===== src/hdl/srse_pkg.sv =====
// ----------------------------------------------------------------------------
// srse_pkg
// Shared types and constants for the scanline run segment extractor.
// ----------------------------------------------------------------------------
package srse_pkg;

    // Row width after reset, truncated to the column width at the top level.
    localparam int unsigned ROW_WIDTH_RESET = 64;

    // Row record queue status, seen by the front (full) and back (empty).
    typedef struct packed {
        logic full;
        logic empty;
    } t_q_stat;

endpackage


===== src/hdl/scanline_run_segment_extractor.sv =====
// ----------------------------------------------------------------------------
// scanline_run_segment_extractor
// Finds runs of set pixels per bitmap row and emits their column pairs.
// ----------------------------------------------------------------------------
// Usage:
//   Input channel (i_valid / o_stall / i_pixel): one pixel per item, rows sent
//   left to right, row_width pixels per row. Up to one pixel per cycle.
//   Output channel (o_valid / i_stall / segment fields): after a row's last
//   pixel, MAX_SEGS items follow, one per cycle unless stalled, the last
//   with o_row_done set. With the back end idle, the last pixel's record is
//   queued, then its first slot is registered at the output, raising o_valid.
//   Config channel (i_cfg_valid / o_cfg_ready / i_cfg_data): sets row_width;
//   write only while the block is idle. o_cfg_ready is always high.
//   Throughput: pixels inside a row go at one per cycle. A row end needs a
//   free slot in the two-row record queue; the back end drains a row as
//   MAX_SEGS items, so rows shorter than MAX_SEGS pixels are paced by the
//   back end. o_stall rises only at the last column with the queue full.
//   Reset: row_width returns to 64, the row position and queue clear.
//   A stalled receiver holds the output register; pixels keep flowing until
//   the queue fills at a row end.
// ----------------------------------------------------------------------------
module scanline_run_segment_extractor #(
    parameter int MAX_SEGS = 5,
    parameter int COL_BITS = 10
) (
    input  logic                i_clk,
    input  logic                i_rst_n,
    input  logic                i_cfg_valid,
    output logic                o_cfg_ready,
    input  logic [COL_BITS-1:0] i_cfg_data,
    input  logic                i_valid,
    output logic                o_stall,
    input  logic                i_pixel,
    output logic                o_valid,
    input  logic                i_stall,
    output logic [COL_BITS-1:0] o_seg_left,
    output logic [COL_BITS-1:0] o_seg_right,
    output logic                o_too_curvy,
    output logic                o_row_done
);
    import srse_pkg::*;

    localparam int REC_W = 2 * MAX_SEGS * COL_BITS + 1;

    logic [COL_BITS-1:0] r_row_width;
    logic                push, pop;
    logic [REC_W-1:0]    wr_rec, rd_rec;
    t_q_stat             q_stat;

    assign o_cfg_ready = 1'b1;

    always_ff @(posedge i_clk) begin
        if (!i_rst_n) begin
            r_row_width <= COL_BITS'(ROW_WIDTH_RESET);
        end else if (i_cfg_valid && o_cfg_ready) begin
            r_row_width <= i_cfg_data;
        end
    end

    srse_front #(
        .MAX_SEGS (MAX_SEGS),
        .COL_BITS (COL_BITS)
    ) u_front (
        .i_clk       (i_clk),
        .i_rst_n     (i_rst_n),
        .i_row_width (r_row_width),
        .i_valid     (i_valid),
        .i_pixel     (i_pixel),
        .o_stall     (o_stall),
        .i_q_stat    (q_stat),
        .o_push      (push),
        .o_rec       (wr_rec)
    );

    srse_queue #(
        .REC_W (REC_W)
    ) u_queue (
        .i_clk    (i_clk),
        .i_rst_n  (i_rst_n),
        .i_push   (push),
        .i_wr_rec (wr_rec),
        .i_pop    (pop),
        .o_rd_rec (rd_rec),
        .o_stat   (q_stat)
    );

    srse_back #(
        .MAX_SEGS (MAX_SEGS),
        .COL_BITS (COL_BITS)
    ) u_back (
        .i_clk       (i_clk),
        .i_rst_n     (i_rst_n),
        .i_rec       (rd_rec),
        .i_q_stat    (q_stat),
        .o_pop       (pop),
        .o_valid     (o_valid),
        .i_stall     (i_stall),
        .o_seg_left  (o_seg_left),
        .o_seg_right (o_seg_right),
        .o_too_curvy (o_too_curvy),
        .o_row_done  (o_row_done)
    );

    // a row record is never written into a full queue
    a_no_overflow: assert property (@(posedge i_clk) disable iff (!i_rst_n)
        push |-> !q_stat.full)
        else $error("row record pushed into full queue");

    // the back end never retires a record that is not there
    a_no_underflow: assert property (@(posedge i_clk) disable iff (!i_rst_n)
        pop |-> !q_stat.empty)
        else $error("row record popped from empty queue");

    // a row's items come out without gaps once started
    a_row_burst: assert property (@(posedge i_clk) disable iff (!i_rst_n)
        (o_valid && !i_stall && !o_row_done) |=> o_valid)
        else $error("gap inside a row's segment burst");

endmodule


===== src/hdl/srse_front.sv =====
// ----------------------------------------------------------------------------
// srse_front
// Pixel front end: tracks column and runs, builds one row record per row.
// ----------------------------------------------------------------------------
module srse_front #(
    parameter int MAX_SEGS = 5,
    parameter int COL_BITS = 10
) (
    input  logic                                i_clk,
    input  logic                                i_rst_n,
    input  logic [COL_BITS-1:0]                 i_row_width,
    input  logic                                i_valid,
    input  logic                                i_pixel,
    output logic                                o_stall,
    input  srse_pkg::t_q_stat                   i_q_stat,
    output logic                                o_push,
    output logic [2*MAX_SEGS*COL_BITS:0]        o_rec
);
    import srse_pkg::*;

    localparam int RUN_W = $clog2(MAX_SEGS + 1);
    localparam int PAIR_W = 2 * COL_BITS;

    logic [COL_BITS-1:0] r_column, n_column;
    logic [RUN_W-1:0]    r_runs, n_runs;
    logic                r_inside, n_inside;
    logic                r_ovf, n_ovf;
    logic [COL_BITS-1:0] r_left  [MAX_SEGS];
    logic [COL_BITS-1:0] r_right [MAX_SEGS];
    logic [COL_BITS-1:0] n_left  [MAX_SEGS];
    logic [COL_BITS-1:0] n_right [MAX_SEGS];

    logic [COL_BITS-1:0] w;
    logic                at_last;
    logic                accept;
    logic [RUN_W-1:0]    e_runs;
    logic                e_inside;
    logic                e_ovf;
    logic [COL_BITS-1:0] last_l, last_r, half;

    assign w       = (i_row_width == '0) ? COL_BITS'(1) : i_row_width;
    assign at_last = (r_column >= (w - COL_BITS'(1)));
    assign o_stall = i_q_stat.full && at_last;
    assign accept  = i_valid && !o_stall;
    assign half    = w >> 1;

    always_comb begin
        n_column = r_column;
        n_runs   = r_runs;
        n_inside = r_inside;
        n_ovf    = r_ovf;
        n_left   = r_left;
        n_right  = r_right;
        e_runs   = r_runs;
        e_inside = r_inside;
        e_ovf    = r_ovf;
        last_l   = '0;
        last_r   = '0;
        o_push   = 1'b0;
        o_rec    = '0;

        if (accept) begin
            if (i_pixel && !r_inside) begin
                if (r_runs < RUN_W'(MAX_SEGS)) begin
                    for (int k = 0; k < MAX_SEGS; k++) begin
                        if (r_runs == RUN_W'(k)) begin
                            n_left[k] = r_column;
                        end
                    end
                    e_inside = 1'b1;
                end else begin
                    e_ovf = 1'b1;
                end
            end else if (!i_pixel && r_inside) begin
                if (r_runs < RUN_W'(MAX_SEGS)) begin
                    for (int k = 0; k < MAX_SEGS; k++) begin
                        if (r_runs == RUN_W'(k)) begin
                            n_right[k] = r_column;
                        end
                    end
                    e_runs = r_runs + RUN_W'(1);
                end
                e_inside = 1'b0;
            end

            if (!at_last) begin
                n_column = r_column + COL_BITS'(1);
                n_runs   = e_runs;
                n_inside = e_inside;
                n_ovf    = e_ovf;
            end else begin
                // close a run that reaches the row edge
                if (e_inside && (e_runs < RUN_W'(MAX_SEGS))) begin
                    for (int k = 0; k < MAX_SEGS; k++) begin
                        if (e_runs == RUN_W'(k)) begin
                            n_right[k] = r_column + COL_BITS'(1);
                        end
                    end
                    e_runs = e_runs + RUN_W'(1);
                end

                for (int k = 0; k < MAX_SEGS; k++) begin
                    if (e_runs == RUN_W'(k + 1)) begin
                        last_l = n_left[k];
                        last_r = n_right[k];
                    end
                end

                // slots past the last run repeat it; blank row gives w/2
                for (int k = 0; k < MAX_SEGS; k++) begin
                    if (e_runs == '0) begin
                        o_rec[k*PAIR_W +: PAIR_W] = {half, half};
                    end else if (RUN_W'(k) < e_runs) begin
                        o_rec[k*PAIR_W +: PAIR_W] = {n_left[k], n_right[k]};
                    end else begin
                        o_rec[k*PAIR_W +: PAIR_W] = {last_l, last_r};
                    end
                end
                o_rec[MAX_SEGS*PAIR_W] = e_ovf;
                o_push   = 1'b1;

                n_column = '0;
                n_runs   = '0;
                n_inside = 1'b0;
                n_ovf    = 1'b0;
            end
        end
    end

    always_ff @(posedge i_clk) begin
        if (!i_rst_n) begin
            r_column <= '0;
            r_runs   <= '0;
            r_inside <= 1'b0;
            r_ovf    <= 1'b0;
        end else begin
            r_column <= n_column;
            r_runs   <= n_runs;
            r_inside <= n_inside;
            r_ovf    <= n_ovf;
        end
    end

    always_ff @(posedge i_clk) begin
        r_left  <= n_left;
        r_right <= n_right;
    end

endmodule


===== src/hdl/srse_queue.sv =====
// ----------------------------------------------------------------------------
// srse_queue
// Two-entry queue of row records between the front and back ends.
// ----------------------------------------------------------------------------
module srse_queue #(
    parameter int REC_W = 101
) (
    input  logic               i_clk,
    input  logic               i_rst_n,
    input  logic               i_push,
    input  logic [REC_W-1:0]   i_wr_rec,
    input  logic               i_pop,
    output logic [REC_W-1:0]   o_rd_rec,
    output srse_pkg::t_q_stat  o_stat
);
    import srse_pkg::*;

    logic [REC_W-1:0] r_mem [2];
    logic             r_wr_ptr;
    logic             r_rd_ptr;
    logic [1:0]       r_count;

    assign o_stat.full  = (r_count == 2'd2);
    assign o_stat.empty = (r_count == 2'd0);
    assign o_rd_rec     = r_mem[r_rd_ptr];

    always_ff @(posedge i_clk) begin
        if (!i_rst_n) begin
            r_wr_ptr <= 1'b0;
            r_rd_ptr <= 1'b0;
            r_count  <= 2'd0;
        end else begin
            if (i_push) begin
                r_wr_ptr <= !r_wr_ptr;
            end
            if (i_pop) begin
                r_rd_ptr <= !r_rd_ptr;
            end
            case ({i_push, i_pop})
                2'b10:   r_count <= r_count + 2'd1;
                2'b01:   r_count <= r_count - 2'd1;
                default: r_count <= r_count;
            endcase
        end
    end

    always_ff @(posedge i_clk) begin
        if (i_push) begin
            r_mem[r_wr_ptr] <= i_wr_rec;
        end
    end

endmodule


===== src/hdl/srse_back.sv =====
// ----------------------------------------------------------------------------
// srse_back
// Back end: walks the head row record slot by slot into the output register.
// ----------------------------------------------------------------------------
module srse_back #(
    parameter int MAX_SEGS = 5,
    parameter int COL_BITS = 10
) (
    input  logic                          i_clk,
    input  logic                          i_rst_n,
    input  logic [2*MAX_SEGS*COL_BITS:0]  i_rec,
    input  srse_pkg::t_q_stat             i_q_stat,
    output logic                          o_pop,
    output logic                          o_valid,
    input  logic                          i_stall,
    output logic [COL_BITS-1:0]           o_seg_left,
    output logic [COL_BITS-1:0]           o_seg_right,
    output logic                          o_too_curvy,
    output logic                          o_row_done
);
    import srse_pkg::*;

    localparam int SLOT_W = (MAX_SEGS > 1) ? $clog2(MAX_SEGS) : 1;
    localparam int PAIR_W = 2 * COL_BITS;

    logic [SLOT_W-1:0]   r_slot;
    logic                r_valid;
    logic [COL_BITS-1:0] r_seg_left, r_seg_right;
    logic                r_too_curvy, r_row_done;

    logic                load;
    logic                last_slot;
    logic [PAIR_W-1:0]   sel_pair;

    assign load      = !r_valid || !i_stall;
    assign last_slot = (r_slot == SLOT_W'(MAX_SEGS - 1));
    assign o_pop     = load && !i_q_stat.empty && last_slot;

    always_comb begin
        sel_pair = '0;
        for (int k = 0; k < MAX_SEGS; k++) begin
            if (r_slot == SLOT_W'(k)) begin
                sel_pair = i_rec[k*PAIR_W +: PAIR_W];
            end
        end
    end

    always_ff @(posedge i_clk) begin
        if (!i_rst_n) begin
            r_valid <= 1'b0;
            r_slot  <= '0;
        end else if (load) begin
            r_valid <= !i_q_stat.empty;
            if (!i_q_stat.empty) begin
                r_slot <= last_slot ? '0 : r_slot + SLOT_W'(1);
            end
        end
    end

    always_ff @(posedge i_clk) begin
        if (load && !i_q_stat.empty) begin
            r_seg_left  <= sel_pair[PAIR_W-1:COL_BITS];
            r_seg_right <= sel_pair[COL_BITS-1:0];
            r_too_curvy <= i_rec[MAX_SEGS*PAIR_W];
            r_row_done  <= last_slot;
        end
    end

    assign o_valid     = r_valid;
    assign o_seg_left  = r_seg_left;
    assign o_seg_right = r_seg_right;
    assign o_too_curvy = r_too_curvy;
    assign o_row_done  = r_row_done;

endmodule

===== config.mk =====
export PLATFORM = sky130hd
export DESIGN_NAME = scanline_run_segment_extractor
export DESIGN_NICKNAME = d
export VERILOG_FILES = /design/src/hdl/srse_pkg.sv /design/src/hdl/scanline_run_segment_extractor.sv /design/src/hdl/srse_front.sv /design/src/hdl/srse_queue.sv /design/src/hdl/srse_back.sv
export SDC_FILE = /design/constraint.sdc
export NUM_CORES = 1
export LEC_CHECK = 0
export BUFFER_PORTS_ARGS = -buffer_cell sky130_fd_sc_hd__buf_2
export CAP_MARGIN = 20
export CORE_MARGIN = 2
export CORE_UTILIZATION = 24
export DETAILED_ROUTE_END_ITERATION = 10
export SYNTH_ARGS = -nofsm -noshare
export SYNTH_HDL_FRONTEND = slang
export SYNTH_SLANG_ARGS = --single-unit
export TNS_END_PERCENT = 30

===== constraint.sdc =====
create_clock -name i_clk -period 9.4 [get_ports i_clk]
set_clock_uncertainty 0.05 [all_clocks]
set_input_delay 0.47 -clock i_clk [delete_from_list [all_inputs] [get_ports i_clk]]
set_output_delay 0.47 -clock i_clk [all_outputs]
set_load 0.03 [all_outputs]

### Word level (Yosys, flattened, before mapping)

Memories as Yosys holds them, arrays and structs flattened. A register that Yosys moved wholly into a read port is not among the register bits.
Cells that the tools add are included.

* register bits: 155
* memory bits (writable): 202
* input port bits: 16
* output and inout bits: 25
* word-level logic and storage cells: 160
* memories: 1

Memories
* u_queue.r_mem: depth 2, width 101, read ports 1, clocked after Yosys merged registers in 1, wr ports 1, RTL line srse_queue.sv:18 `logic [REC_W-1:0] r_mem [2];`

* add/sub/neg operators: 7
* order comparisons: 8
* eq/ne operators: 20
* multiplexer cells: 75
* bitwise gates (word level): 1
* reductions and logical operators: 24

Operators with widths (number)
* two-way mux 50 bit: 7
* two-way mux 20 bit: 15
* two-way mux 10 bit: 27
* two-way mux 101 bit: 2
* two-way mux 3 bit: 9
* equality test 3 x 2 -> 1 bit, second input constant: 8
* equality test 3 bit, second input constant: 5
* two-way mux 1 bit: 14
* equality test 3 x 1 -> 1 bit, second input constant: 4
* logical NOT 3 bit: 4
* adder 10 x 1 -> 10 bit, second input constant: 1
* greater-or-equal comparator 10 bit: 1
* logical NOT 10 bit: 1
* subtractor 10 x 1 -> 10 bit, second input constant: 1
* adder 3 x 1 -> 3 bit, second input constant: 3
* logical NOT 1 bit: 8
* logical AND 1 bit: 7
* less-than comparator 1 x 3 -> 1 bit, first input constant: 2
* less-than comparator 2 x 3 -> 1 bit, first input constant: 2
* less-than comparator 3 bit, second input constant: 2
* equality test 2 bit, second input constant: 2
* one-hot mux 2 bit (2 select lines): 1
* less-than comparator 3 bit, first input constant: 1
* adder 2 x 1 -> 2 bit, second input constant: 1
* other kinds (7): 7

### Logic depth before layout (Yosys ltp)

Gate-level depths: netlist of run 1.

* depth after elaboration: 23
* gate-level depth with buffers: 19
* mapped depth without buffers: 18

### Cells and area by module

Synthesis of run 1 repeated with hierarchy kept, for this count alone.

* cell total of the unflattened synthesis: 1707
* area, all modules: 19007.0 um2

Modules (own cells, without submodules)
* srse_front: times used 1, cells each 1170, area an instance 9467.8 um2, sequential area each 3303.2 um2
* srse_queue: times used 1, cells each 336, area an instance 7497.2 um2, sequential area each 6165.9 um2
* srse_back: times used 1, cells each 168, area an instance 1659.1 um2, sequential area each 740.7 um2
* scanline_run_segment_extractor: times used 1, cells each 33, area an instance 382.9 um2, sequential area each 200.2 um2

### Worst setup path after synthesis of run 1

Ideal clock, no wire load.

* path type: register to register
* from: register r_row_width[3]
* to: memory u_queue.r_mem[0][0], enable pin
* library setup time: 564 ps
* data arrival time: 7253 ps
* required time: 8786 ps
* path slack: 1533 ps
* cell stages (with the launch flop): 17
* path buffers: 1
* clock period less this slack: 7867 ps
* cell sequence: dfxtp_1 clkbuf_1 nor3_1 a31oi_1 ha_1 nand2_1 or2_2 nor4_1 xnor2_1 ha_1 a22oi_1 o211ai_1 o21bai_1 nand2_1 nor3_1 clkinv_1 nor2_1

* longest elaborated chain between the ends: 10
* elaborated cells between the ends (all ways): 11
* classes of those cells: 1 x add/sub; 1 x order compare; 5 x mux; 4 x reduce/logical

Ends and longest elaborated chain
* start: declaration: RTL line scanline_run_segment_extractor.sv:45 `logic [COL_BITS-1:0] r_row_width;`
* start signal: assignment: RTL line scanline_run_segment_extractor.sv:54 `r_row_width <= COL_BITS'(ROW_WIDTH_RESET);`
* start signal: assignment: RTL line scanline_run_segment_extractor.sv:56 `r_row_width <= i_cfg_data;`
* logical NOT 10 bit: RTL line srse_front.sv:41 `assign w = (i_row_width == '0) ? COL_BITS'(1) : i_row_width;`
* two-way mux 10 bit (*): RTL line srse_front.sv:41
* subtractor 10 x 1 -> 10 bit (*): RTL line srse_front.sv:42 `assign at_last = (r_column >= (w - COL_BITS'(1)));`
* greater-or-equal comparator 10 bit (*): RTL line srse_front.sv:42
* logical AND 1 bit: RTL line srse_front.sv:43 `assign o_stall = i_q_stat.full && at_last;`
* logical NOT 1 bit: RTL line srse_front.sv:44 `assign accept = i_valid && !o_stall;`
* logical AND 1 bit: RTL line srse_front.sv:44
* two-way mux 1 bit (*): RTL line srse_front.sv:62 `if (accept) begin`
* two-way mux 1 bit (*): RTL line srse_queue.sv:48 `if (i_push) begin`
* two-way mux 1 bit (implied by the code) (*): RTL line srse_queue.sv:49 `r_mem[r_wr_ptr] <= i_wr_rec;`
* end: declaration: RTL line srse_queue.sv:18

Mark *: on every way between the ends. The rest lies on a longest branch, timed or not.

### Worst setup path in the final report of run 1

* from: register r_row_width[3]
* to: memory u_queue.r_mem[0][81], enable pin

Same word-level chain as after synthesis.

==> impl_metrics.py, run 1 <==
metrics = {
    "floorplanning": {
        "dieArea_um2": 80890,
        "die_y_um": 284.4,
        "core_um2": 77590,
        "core.rowCount": 102,
        "initial_core_util_pct": 24.32,
        "ioPinCount": 41,
        "die_width_um": 284.4,
    },
    "power_and_ir_drop": {
        "ir_drop_uv": 119.0,
        "comb_power_share_pct": 12.5,
        "swShare_pct": 26.69,
        "pwr-share-clk_pct": 40.6,
        "pwr-share-seq_pct": 46.9,
        "internal-power_mw": 2.786,
        "power.density_nw_per_um2": 176.4,
        "p_switching_mw": 1.014,
        "leakage_nw": 7.111,
    },
    "clocking": {
        "clkTransAtPathRegs_ns": 0.06,
        "clock_sinks": 358,
        "hold_buffers": 0,
        "cts_buffers": 38,
        "clock_latency_ns": 0.57,
        "cts_buffer_depth": 3,
        "post_cts_resized": 0,
        "cts.htree.levels": 2,
        "clockRootBuffer": "clkbuf_16",
        "cts_tree": "built",
        "post-cts-setup-buffers": 0,
    },
    "timing": {
        "tightest_slew_ns": 1.199,
        "fin_crit_sh_pct": 61.93,
        "hold_viol": 0,
        "finalSetupViolCount": 0,
        "rsz0062_at_grt": "false",
        "relSlewSlack_pct": 20.05,
        "fmax_mhz": 171.8,
        "layout_setup_ws_ns": 3.578,
        "maxSlewViolCount": 0,
        "fin_crit_ns": 5.822,
        "fin_setup_tns_ns": 0,
    },
    "placement": {
        "placement.io_buffers": 39,
        "hpwl_um": 41140,
        "post_dp_cell_area_um2": 20210,
        "place_congestion": 0.9526,
        "place_ws_ns": 3.535,
    },
    "drt": {
        "num_vias": 14660,
        "wl_met1_um": 25490,
        "top_layer_used": "met5",
        "ant_nets": 0,
        "routed_wl_um": 61230,
        "firstDrtPassIters": 6,
        "met2_length_um": 28250,
        "drtIter0Drc": 1637,
        "wl_per_cell_um": 21.87,
        "wl_met3_um": 5576,
        "drc_errors": 0,
        "viasPerCell": 5.235,
    },
    "layout": {
        "final_core_util_pct": 27.76,
        "nNetsFinal": 1772,
        "area_growth_pct": 14.14,
        "layout_commonest_cell": "edfxtp_1",
        "layout_common_cells": "edfxtp_1 (324), a21oi_1 (180), nand2_1 (177)",
        "final_area_um2": 21540,
        "drive_gt1_share_pct": 11.66,
    },
    "setup_path": {
        "cp-start-kind": "register",
        "slowest_stage": "buf_4",
        "path_buf_inv": 5,
        "critPathMostFrequentCell": "buf_4",
        "worstPathCellList": "nor3_1 -> a31oi_1 -> ha_1 -> nand2_1 -> or2_2 -> nor4_1 -> xnor2_1 -> ha_1 -> a22oi_1 -> o211ai_1 -> o21bai_1 -> nand2_1 -> buf_4 -> nor3_1 -> buf_4 -> clkinv_1 -> nor2_4 -> buf_4 -> buf_4",
        "arrival_ns": 5.96,
        "critPathKind": "register to register",
        "crit_required_ns": 9.54,
        "critical_path.max_stage_delay_ns": 0.65,
        "end_kind": "register",
        "worst-path-max-fanout": 51,
        "rrSetupSlack_ns": 3.58,
        "crit_family": "buffers and inverters",
    },
    "worst_hold_path": {
        "min_path_type": "input pin to register",
    },
    "grt": {
        "grt_pass1_wl_um": 90910,
        "grt_usage_pct": 14.71,
        "overflow": 0,
        "first_global_vias": 14040,
        "antenna_found_initial": 1,
        "grt_max_degree": 76,
    },
    "yosys": {
        "syn-cell-area_um2": 18870,
        "yosys_warnings": 0,
        "async_reset_ff_share_pct": 0,
        "synth_edf_count": 324,
        "synthCells": 1728,
        "synth_seq_cells": 358,
        "yosysUniqueCellTypes": 81,
        "ys.flop_type": "edfxtp_1",
        "syn-num-nets": 1772,
        "seq_area_frac_synth_pct": 55.16,
        "synth.avg_cell_area_um2": 10.92,
    },
    "outcome": {
        "outcome": "finished clean",
    },
    "job": {
        "cap_violations": 0,
    },
}
[routing by layer]
metal | global-route usage [%] | up-vias
li1 | - | 6541
met1 | 19.80 | 7161
met2 | 23.48 | 819
met3 | 2.801 | 134
met4 | 5.289 | 2
met5 | 0 | -
[worst paths after layout]
| check | startpoint | endpoint | cells past startpoint |
|---|---|---|---|
| hold reg to reg | u_front.r_ovf | u_front.r_ovf | 2 |
| hold / removal | i_cfg_data[6] | r_row_width[6] | 3 |
| setup / recovery | r_row_width[3] | u_queue.r_mem[0][81] | 19 |
| setup reg to reg | r_row_width[3] | u_queue.r_mem[0][81] | 19 |
[registers in the layout, indices dropped and copies added (netlist names), named ones only]
name	flops
u_queue.r_wr_ptr	1
u_queue.r_count	2
u_back.o_too_curvy	1
u_front.r_ovf	1
u_queue.r_rd_ptr	1
u_back.r_slot	3
u_front.r_inside	1
u_back.o_seg_right	10
u_queue.r_mem	202
u_back.o_row_done	1
u_front.r_runs	3
u_front.r_right	50
u_front.r_left	50
u_front.r_column	10
u_back.o_valid	1
u_back.o_seg_left	10
r_row_width	10
[cells by family (layout without fill, tap and decap cells)]
family / count (synthesis) / in the layout / synth area share, %
DFF: 358 / 358 / 55.16
AOI/OAI and AO/OA: 506 / 506 / 17.19
buffers and inverters: 184 / 214 / 3.938
and+or+nand+nor: 443 / 443 / 10.80
adders and majority gates: 28 / 28 / 1.856
other: 1 / 3 / 0.01987
xor gates and xnor gates: 18 / 18 / 0.8354
muxes: 190 / 190 / 10.20
[metrics by stage]
step	total power [mW]	hold WS (ns)	std cells
final	3.801	0.1184	2800
after global routing	3.917	0.1018	2798
after CTS	3.803	0.09306	2795
after detailed placement	2.269	0.4058	2725
after global placement	2.262	0.3983	2725
after floorplan	2.123	0.3874	1728
[cell usage after synthesis (4+ instances only)]
master	count	area (um^2)
edfxtp_1	324	9729
xnor2_1	11	96.34
nand4_1	4	25.02
dfxtp_1	34	680.7
o21a_1	6	45.04
mux2_2	18	202.7
a21o_1	6	45.04
clkbuf_1	82	307.8
ha_1	28	350.3
mux2i_1	171	1712
nor2_1	105	394.1
o211ai_1	5	37.54
a211oi_1	32	240.2
and2_1	15	93.84
inv_1	54	202.7
o21ai_0	91	455.4
buf_2	26	130.1
nor2b_1	13	81.33
o221ai_1	49	429.2
buf_1	12	45.04
a21boi_0	5	37.54
a22oi_1	5	37.54
o22ai_1	35	219.0
a221oi_1	21	183.9
a21oi_1	180	900.9
nand2b_1	9	56.30
nand2_1	177	664.4
o21ai_1	25	125.1
xor2_1	7	61.31
nor3_1	28	140.1
nor4_1	5	31.28
a31oi_1	6	37.54
nand3_1	40	200.2
or2_2	9	56.30
and3_1	16	100.1
[worst min-delay path: cells and delay by family]
kind | cells | cell delay (ns)
simple gates | 1 | 0.06
mux | 1 | 0.07
buf+inv | 1 | 0.10
[cell type report]
| type | count | area (um^2) |
|---|---|---|
| diodes | 2 | 5.005 |
| clock buffers | 41 | 983.4 |
| clock inverters | 29 | 274.0 |
| fillers | 8111 | 56060 |
| inverters | 59 | 224.0 |
| multi-input cells | 1186 | 7757 |
| flip-flops and latches | 358 | 10410 |
| well taps | 1040 | 1301 |
| repair buffers | 85 | 580.6 |
[power groups by stage]
| stage | clock [mW] | sequential [mW] | combinational [mW] |
|---|---|---|---|
| detailed placement | 0 | 1.82 | 0.452 |
| global placement | 0 | 1.81 | 0.448 |
| floorplan | 0 | 1.81 | 0.312 |
| CTS | 1.57 | 1.78 | 0.454 |
| finish | 1.54 | 1.78 | 0.475 |
| global route | 1.63 | 1.79 | 0.505 |
Power figures use the tool's default switching activity.
==> inputs of run 2 (changes only) <==
==> constraint.sdc (replaced) <==
create_clock -name i_clk -period 5.5 [get_ports i_clk]
set_clock_uncertainty 0.05 [all_clocks]
set_input_delay 0.275 -clock i_clk [delete_from_list [all_inputs] [get_ports i_clk]]
set_output_delay 0.275 -clock i_clk [all_outputs]
set_load 0.03 [all_outputs]
==> run 2 against run 1 <==
  * Combinational power increased by 70%
  * Largest power group unchanged
  * Final cell count up 1.0%
  * Global-route usage about the same
  * First-iteration DRC count down 0.43%
  * Sequential cell count unchanged
==> impl_metrics.py, run 2 (synthesized netlist as in run 1, its figures left out) <==
metrics = {
    "job": {
        "cap_violations": 0,
    },
    "grt": {
        "grt_pass1_wl_um": 91510,
        "grt_max_degree": 61,
        "grt_usage_pct": 14.74,
        "antenna_found_initial": 3,
        "first_global_vias": 14210,
        "overflow": 0,
    },
    "timing": {
        "hold_viol": 0,
        "rsz0062_at_grt": "false",
        "whs_ns": 0.05036,
        "fmax_mhz": 196.0,
        "maxSlewViolCount": 0,
        "finalSetupViolCount": 0,
        "fin_crit_sh_pct": 92.77,
        "layout_setup_ws_ns": 0.3979,
        "tightest_slew_ns": 1.108,
        "fin_crit_ns": 5.102,
        "relSlewSlack_pct": 25.63,
    },
    "power_and_ir_drop": {
        "leakage_nw": 7.269,
        "ir_drop_uv": 163.2,
        "power.density_nw_per_um2": 297.3,
        "power_mw": 6.494,
    },
    "layout": {
        "top_regs": "u_queue.r_mem: 202 flops, u_front.r_left: 50 flops, u_front.r_right: 50 flops",
        "layout_common_cells": "edfxtp_1 (324), a21oi_1 (180), nand2_1 (176)",
        "drive_gt1_share_pct": 12.47,
        "diodes": 0,
        "nNetsFinal": 1802,
        "final_core_util_pct": 28.15,
        "area_growth_pct": 15.73,
        "layout_commonest_cell": "edfxtp_1",
        "nFillCells": 8049,
        "regMostFlops": "u_queue.r_mem",
        "largest_register_ffs": 202,
        "fin_cells": 2828,
    },
    "setup_path": {
        "critPathKind": "register to register",
        "arrival_ns": 5.33,
        "rr_worst_depth": 12,
        "worst-path-max-fanout": 15,
        "crit_required_ns": 5.73,
        "cp-start-kind": "register",
        "r2r_start": "u_front.r_runs[0]",
        "rrSetupSlack_ns": 0.40,
        "end_kind": "register",
        "r2r-end": "u_queue.r_mem[0][89]",
    },
    "clocking": {
        "cts_buffer_depth": 3,
        "clockRootBuffer": "clkbuf_16",
        "cts_buffers": 40,
        "cts.htree.levels": 2,
        "post-cts-setup-buffers": 0,
        "clock_sinks": 358,
        "cts_tree": "built",
        "clkTransAtPathRegs_ns": 0.06,
        "clock_latency_ns": 0.56,
    },
    "worst_hold_path": {
        "hold_start": "i_rst_n",
        "hold_path_end": "r_row_width[6]",
        "whs_path_depth": 2,
        "min_path_type": "input pin to register",
    },
    "floorplanning": {
        "die_width_um": 284.4,
        "ioPinCount": 41,
        "core_um2": 77590,
        "core.rowCount": 102,
        "initial_core_util_pct": 24.32,
        "dieArea_um2": 80890,
        "die_y_um": 284.4,
    },
    "drt": {
        "drtIter0Drc": 1630,
        "ant_nets": 0,
        "routed_wl_um": 60720,
        "wl_per_cell_um": 21.47,
        "num_vias": 14620,
        "drc_errors": 0,
        "firstDrtPassIters": 6,
        "viasPerCell": 5.169,
    },
    "placement": {
        "place_ws_ns": 0.4289,
        "hpwl_um": 42440,
        "placement.io_buffers": 39,
        "dpl.cell_count": 2742,
        "place_congestion": 0.9265,
    },
    "outcome": {
        "outcome": "finished clean",
    },
}
## run 2: worst max path at each step
stage,start,end,slack (ns),depth (start not counted)
finish,u_front.r_runs[0],u_queue.r_mem[0][89],0.40,12
floorplan,r_row_width[3],u_queue.r_mem[1][0],-0.40,16
CTS,u_front.r_runs[0],u_queue.r_mem[0][89],0.40,12
global route,u_front.r_runs[0],u_queue.r_mem[0][89],0.09,12
detailed placement,u_front.r_runs[0],u_queue.r_mem[0][89],0.43,12
global placement,u_front.r_runs[0],u_queue.r_mem[0][89],0.59,12
## run 2: final cells by class
cell class / count / area (um^2) / area share (%)
repair buffers: 113 / 875.8 / 4.010
clock inverters: 27 / 252.7 / 1.157
well taps: 1040 / 1301 / 5.958
clock buffers: 45 / 1020 / 4.669
flip-flops and latches: 358 / 10410 / 47.68
multi-input cells: 1186 / 7752 / 35.50
inverters: 59 / 224.0 / 1.025
## run 2: what timing repair did
| item | in CTS | in global routing |
|---|---|---|
| endpoints found under the setup margin | 0 | 2 |
| gates resized for setup | 0 | 1 |
| endpoints found under the hold margin | 12 | 0 |
| hold buffers | 12 | 0 |
## run 2: metrics by stage
stage / TNS, ns / area [um^2]
6_report: 0 / 21840
5_1_grt: 0 / 21840
4_1_cts: 0 / 21800
3_5_place_dp: 0 / 20410
3_3_place_gp: 0 / 20410
2_1_floorplan: -40.66 / 18880
## run 2: power by group
group / internal [mW] / switching (mW)
clock: 1.53 / 1.11
sequential: 3.01 / 0.0400
combinational: 0.257 / 0.548
## run 2: worst max-delay path, stage by stage (launching register included)
cell and delay (ns):
dfxtp_1 0.63, inv_1 0.21, ha_1 0.38, a32oi_4 0.45, inv_2 0.22, ha_1 0.25
ha_1 0.34, nor2_1 0.22, a32o_1 0.50, nand2_1 0.55, nand2_2 0.44, a21oi_1 0.10
nor3_1 0.47
## run 2: per-layer routing
layer / track usage [%] / wire length (um) / part of all wire [%] / vias to the layer above
met5: 0 / 42 / 0.069 / -
met4: 4.605 / 1663 / 2.7 / 6
met3: 3.828 / 5483 / 9.0 / 106
met2: 22.93 / 27630 / 46 / 716
met1: 19.97 / 25900 / 43 / 7188
li1: - / - / - / 6603
==> inputs of run 3 (changes only) <==
--- a/config.mk
+++ b/config.mk
@@ -10,6 +10,7 @@
 export CORE_MARGIN = 2
 export CORE_UTILIZATION = 24
 export DETAILED_ROUTE_END_ITERATION = 10
+export HOLD_SLACK_MARGIN = 0.1
 export SYNTH_ARGS = -nofsm -noshare
 export SYNTH_HDL_FRONTEND = slang
 export SYNTH_SLANG_ARGS = --single-unit
==> run 3 against run 2 <==
  * Sequential share of layout area down 0.065 points
  * Non-clock buffer count up 3
  * Worst setup slack worse by 0.039 ns
  * Utilization about the same
  * Total power about the same
  * Count of clock-buffer cells in the layout unchanged
  * Critical endpoint unchanged
  * Final cell count up 0.11%
  * Register-to-register slack worse by 0.04 ns
  * Critical path type unchanged
  * First-iteration DRC count down 3.3%
==> impl_metrics.py, run 3 (synthesized netlist as in run 1, its figures left out) <==
metrics = {
    "power_and_ir_drop": {
        "power.density_nw_per_um2": 296.9,
        "pwr-share-seq_pct": 47.0,
        "leakage_nw": 7.281,
        "ir_drop_uv": 161.0,
        "comb_power_share_pct": 12.4,
        "p_switching_mw": 1.693,
        "swShare_pct": 26.07,
        "power_mw": 6.494,
        "internal-power_mw": 4.800,
        "pwr-share-clk_pct": 40.5,
    },
    "worst_hold_path": {
        "min_path_type": "input pin to register",
        "whs_path_depth": 2,
    },
    "layout": {
        "multiInputGateArea_um2": 7752,
        "layout_commonest_cell": "edfxtp_1",
        "ff_latch_area_um2": 10410,
        "area_growth_pct": 15.89,
        "nNetsFinal": 1805,
        "largest_register_ffs": 202,
        "regMostFlops": "u_queue.r_mem",
        "nFillCells": 8048,
        "layout_common_cells": "edfxtp_1 (324), a21oi_1 (180), nand2_1 (176)",
        "diodes": 0,
        "final_area_um2": 21870,
        "final_core_util_pct": 28.18,
        "top_regs": "u_queue.r_mem: 202 flops, u_front.r_left: 50 flops, u_front.r_right: 50 flops",
        "drive_gt1_share_pct": 12.45,
    },
    "placement": {
        "post_dp_cell_area_um2": 20410,
        "hpwl_um": 42440,
        "place_congestion": 0.9265,
        "placement.io_buffers": 39,
    },
    "floorplanning": {
        "die_y_um": 284.4,
        "initial_core_util_pct": 24.32,
        "dieArea_um2": 80890,
        "core.rowCount": 102,
        "core_um2": 77590,
        "die_width_um": 284.4,
        "ioPinCount": 41,
    },
    "clocking": {
        "cts_buffer_depth": 3,
        "cts_tree": "built",
        "clockRootBuffer": "clkbuf_16",
        "clkTransAtPathRegs_ns": 0.06,
        "cts.htree.levels": 2,
        "clock_sinks": 358,
        "cts_buffers": 40,
        "clock_latency_ns": 0.56,
        "post-cts-setup-buffers": 0,
    },
    "drt": {
        "ant_nets": 0,
        "firstDrtPassIters": 6,
        "viasPerCell": 5.178,
        "drc_errors": 0,
        "routed_wl_um": 60680,
        "drtIter0Drc": 1577,
        "wl_per_cell_um": 21.43,
        "num_vias": 14660,
    },
    "setup_path": {
        "rr_worst_depth": 12,
        "worstPathCellList": "inv_1 -> ha_1 -> a32oi_4 -> inv_2 -> ha_1 -> ha_1 -> nor2_1 -> a32o_1 -> nand2_1 -> nand2_2 -> a21oi_1 -> nor3_1",
        "slowest_stage": "dfxtp_1",
        "critical_path.max_stage_delay_ns": 0.63,
        "arrival_ns": 5.37,
        "end_kind": "register",
        "rrSetupSlack_ns": 0.36,
        "crit_required_ns": 5.73,
        "critPathKind": "register to register",
        "cp-start-kind": "register",
        "worst-path-max-fanout": 15,
        "critPathMostFrequentCell": "ha_1",
    },
    "job": {
        "cap_violations": 0,
    },
    "timing": {
        "fin_crit_ns": 5.141,
        "relSlewSlack_pct": 25.74,
        "tightest_slew_ns": 1.106,
        "hold_viol": 0,
        "maxSlewViolCount": 0,
        "fin_crit_sh_pct": 93.48,
        "finalSetupViolCount": 0,
        "whs_ns": 0.1197,
        "rsz0062_at_grt": "false",
        "fmax_mhz": 194.5,
    },
    "outcome": {
        "outcome": "finished clean",
    },
    "grt": {
        "first_global_vias": 14230,
        "antenna_found_initial": 2,
        "grt_max_degree": 61,
        "overflow": 0,
        "grt_usage_pct": 14.74,
        "grt_pass1_wl_um": 91560,
    },
}
[run 3: power by group through the flow]
stage,Clock [mW],Sequential [mW],Combinational [mW]
2_1_floorplan,0,3.09,0.532
3_3_place_gp,0,3.11,0.761
3_5_place_dp,0,3.11,0.769
4_1_cts,2.69,3.05,0.782
5_1_grt,2.79,3.06,0.869
6_report,2.63,3.05,0.808
[run 3: per-layer routing]
| metal | track usage [%] | vias up | wire length, um |
|---|---|---|---|
| met2 | 22.91 | 736 | 27380 |
| met1 | 19.96 | 7168 | 25730 |
| met4 | 4.750 | 4 | 1915 |
| met5 | 0 | - | 25 |
| li1 | - | 6612 | - |
| met3 | 3.772 | 140 | 5626 |
[run 3: critical path, delay by kind of cell, from the launching register on]
family          cells  cell delay (ns)
simple gates        4             1.70
flops               1             0.63
buf+inv             2             0.43
compound gates      3             1.06
fa+ha+maj           3             0.98
[run 3: path summary, 6_finish.rpt]
path / from / to
max reg2reg: u_front.r_runs[0] / u_queue.r_mem[0][89]
max: u_front.r_runs[0] / u_queue.r_mem[0][89]
min reg2reg: u_front.r_ovf / u_front.r_ovf
min: i_rst_n / u_queue.r_wr_ptr
[run 3: what timing repair did]
item,in CTS,in global routing
resized for setup,0,1
hold endpoints to repair,13,0
setup endpoints to repair,0,2
hold buffers,15,0
[run 3: area by class of cell]
type	count	area share (%)
Inverter	59	1.024
Timing Repair Buffer	116	4.142
Sequential cell	358	47.62
Clock buffer	45	4.663
Clock inverter	27	1.156
Multi-Input combinational cell	1186	35.45
Tap cell	1040	5.950
[run 3: per-stage QoR]
stage	worst slack (ns)	cells	TNS [ns]
floorplan	-0.4026	1728	-40.66
global placement	0.5913	2742	0
detailed placement	0.4289	2742	0
CTS	0.3972	2829	0
global route	0.09410	2831	0
finish	0.3586	2831	0
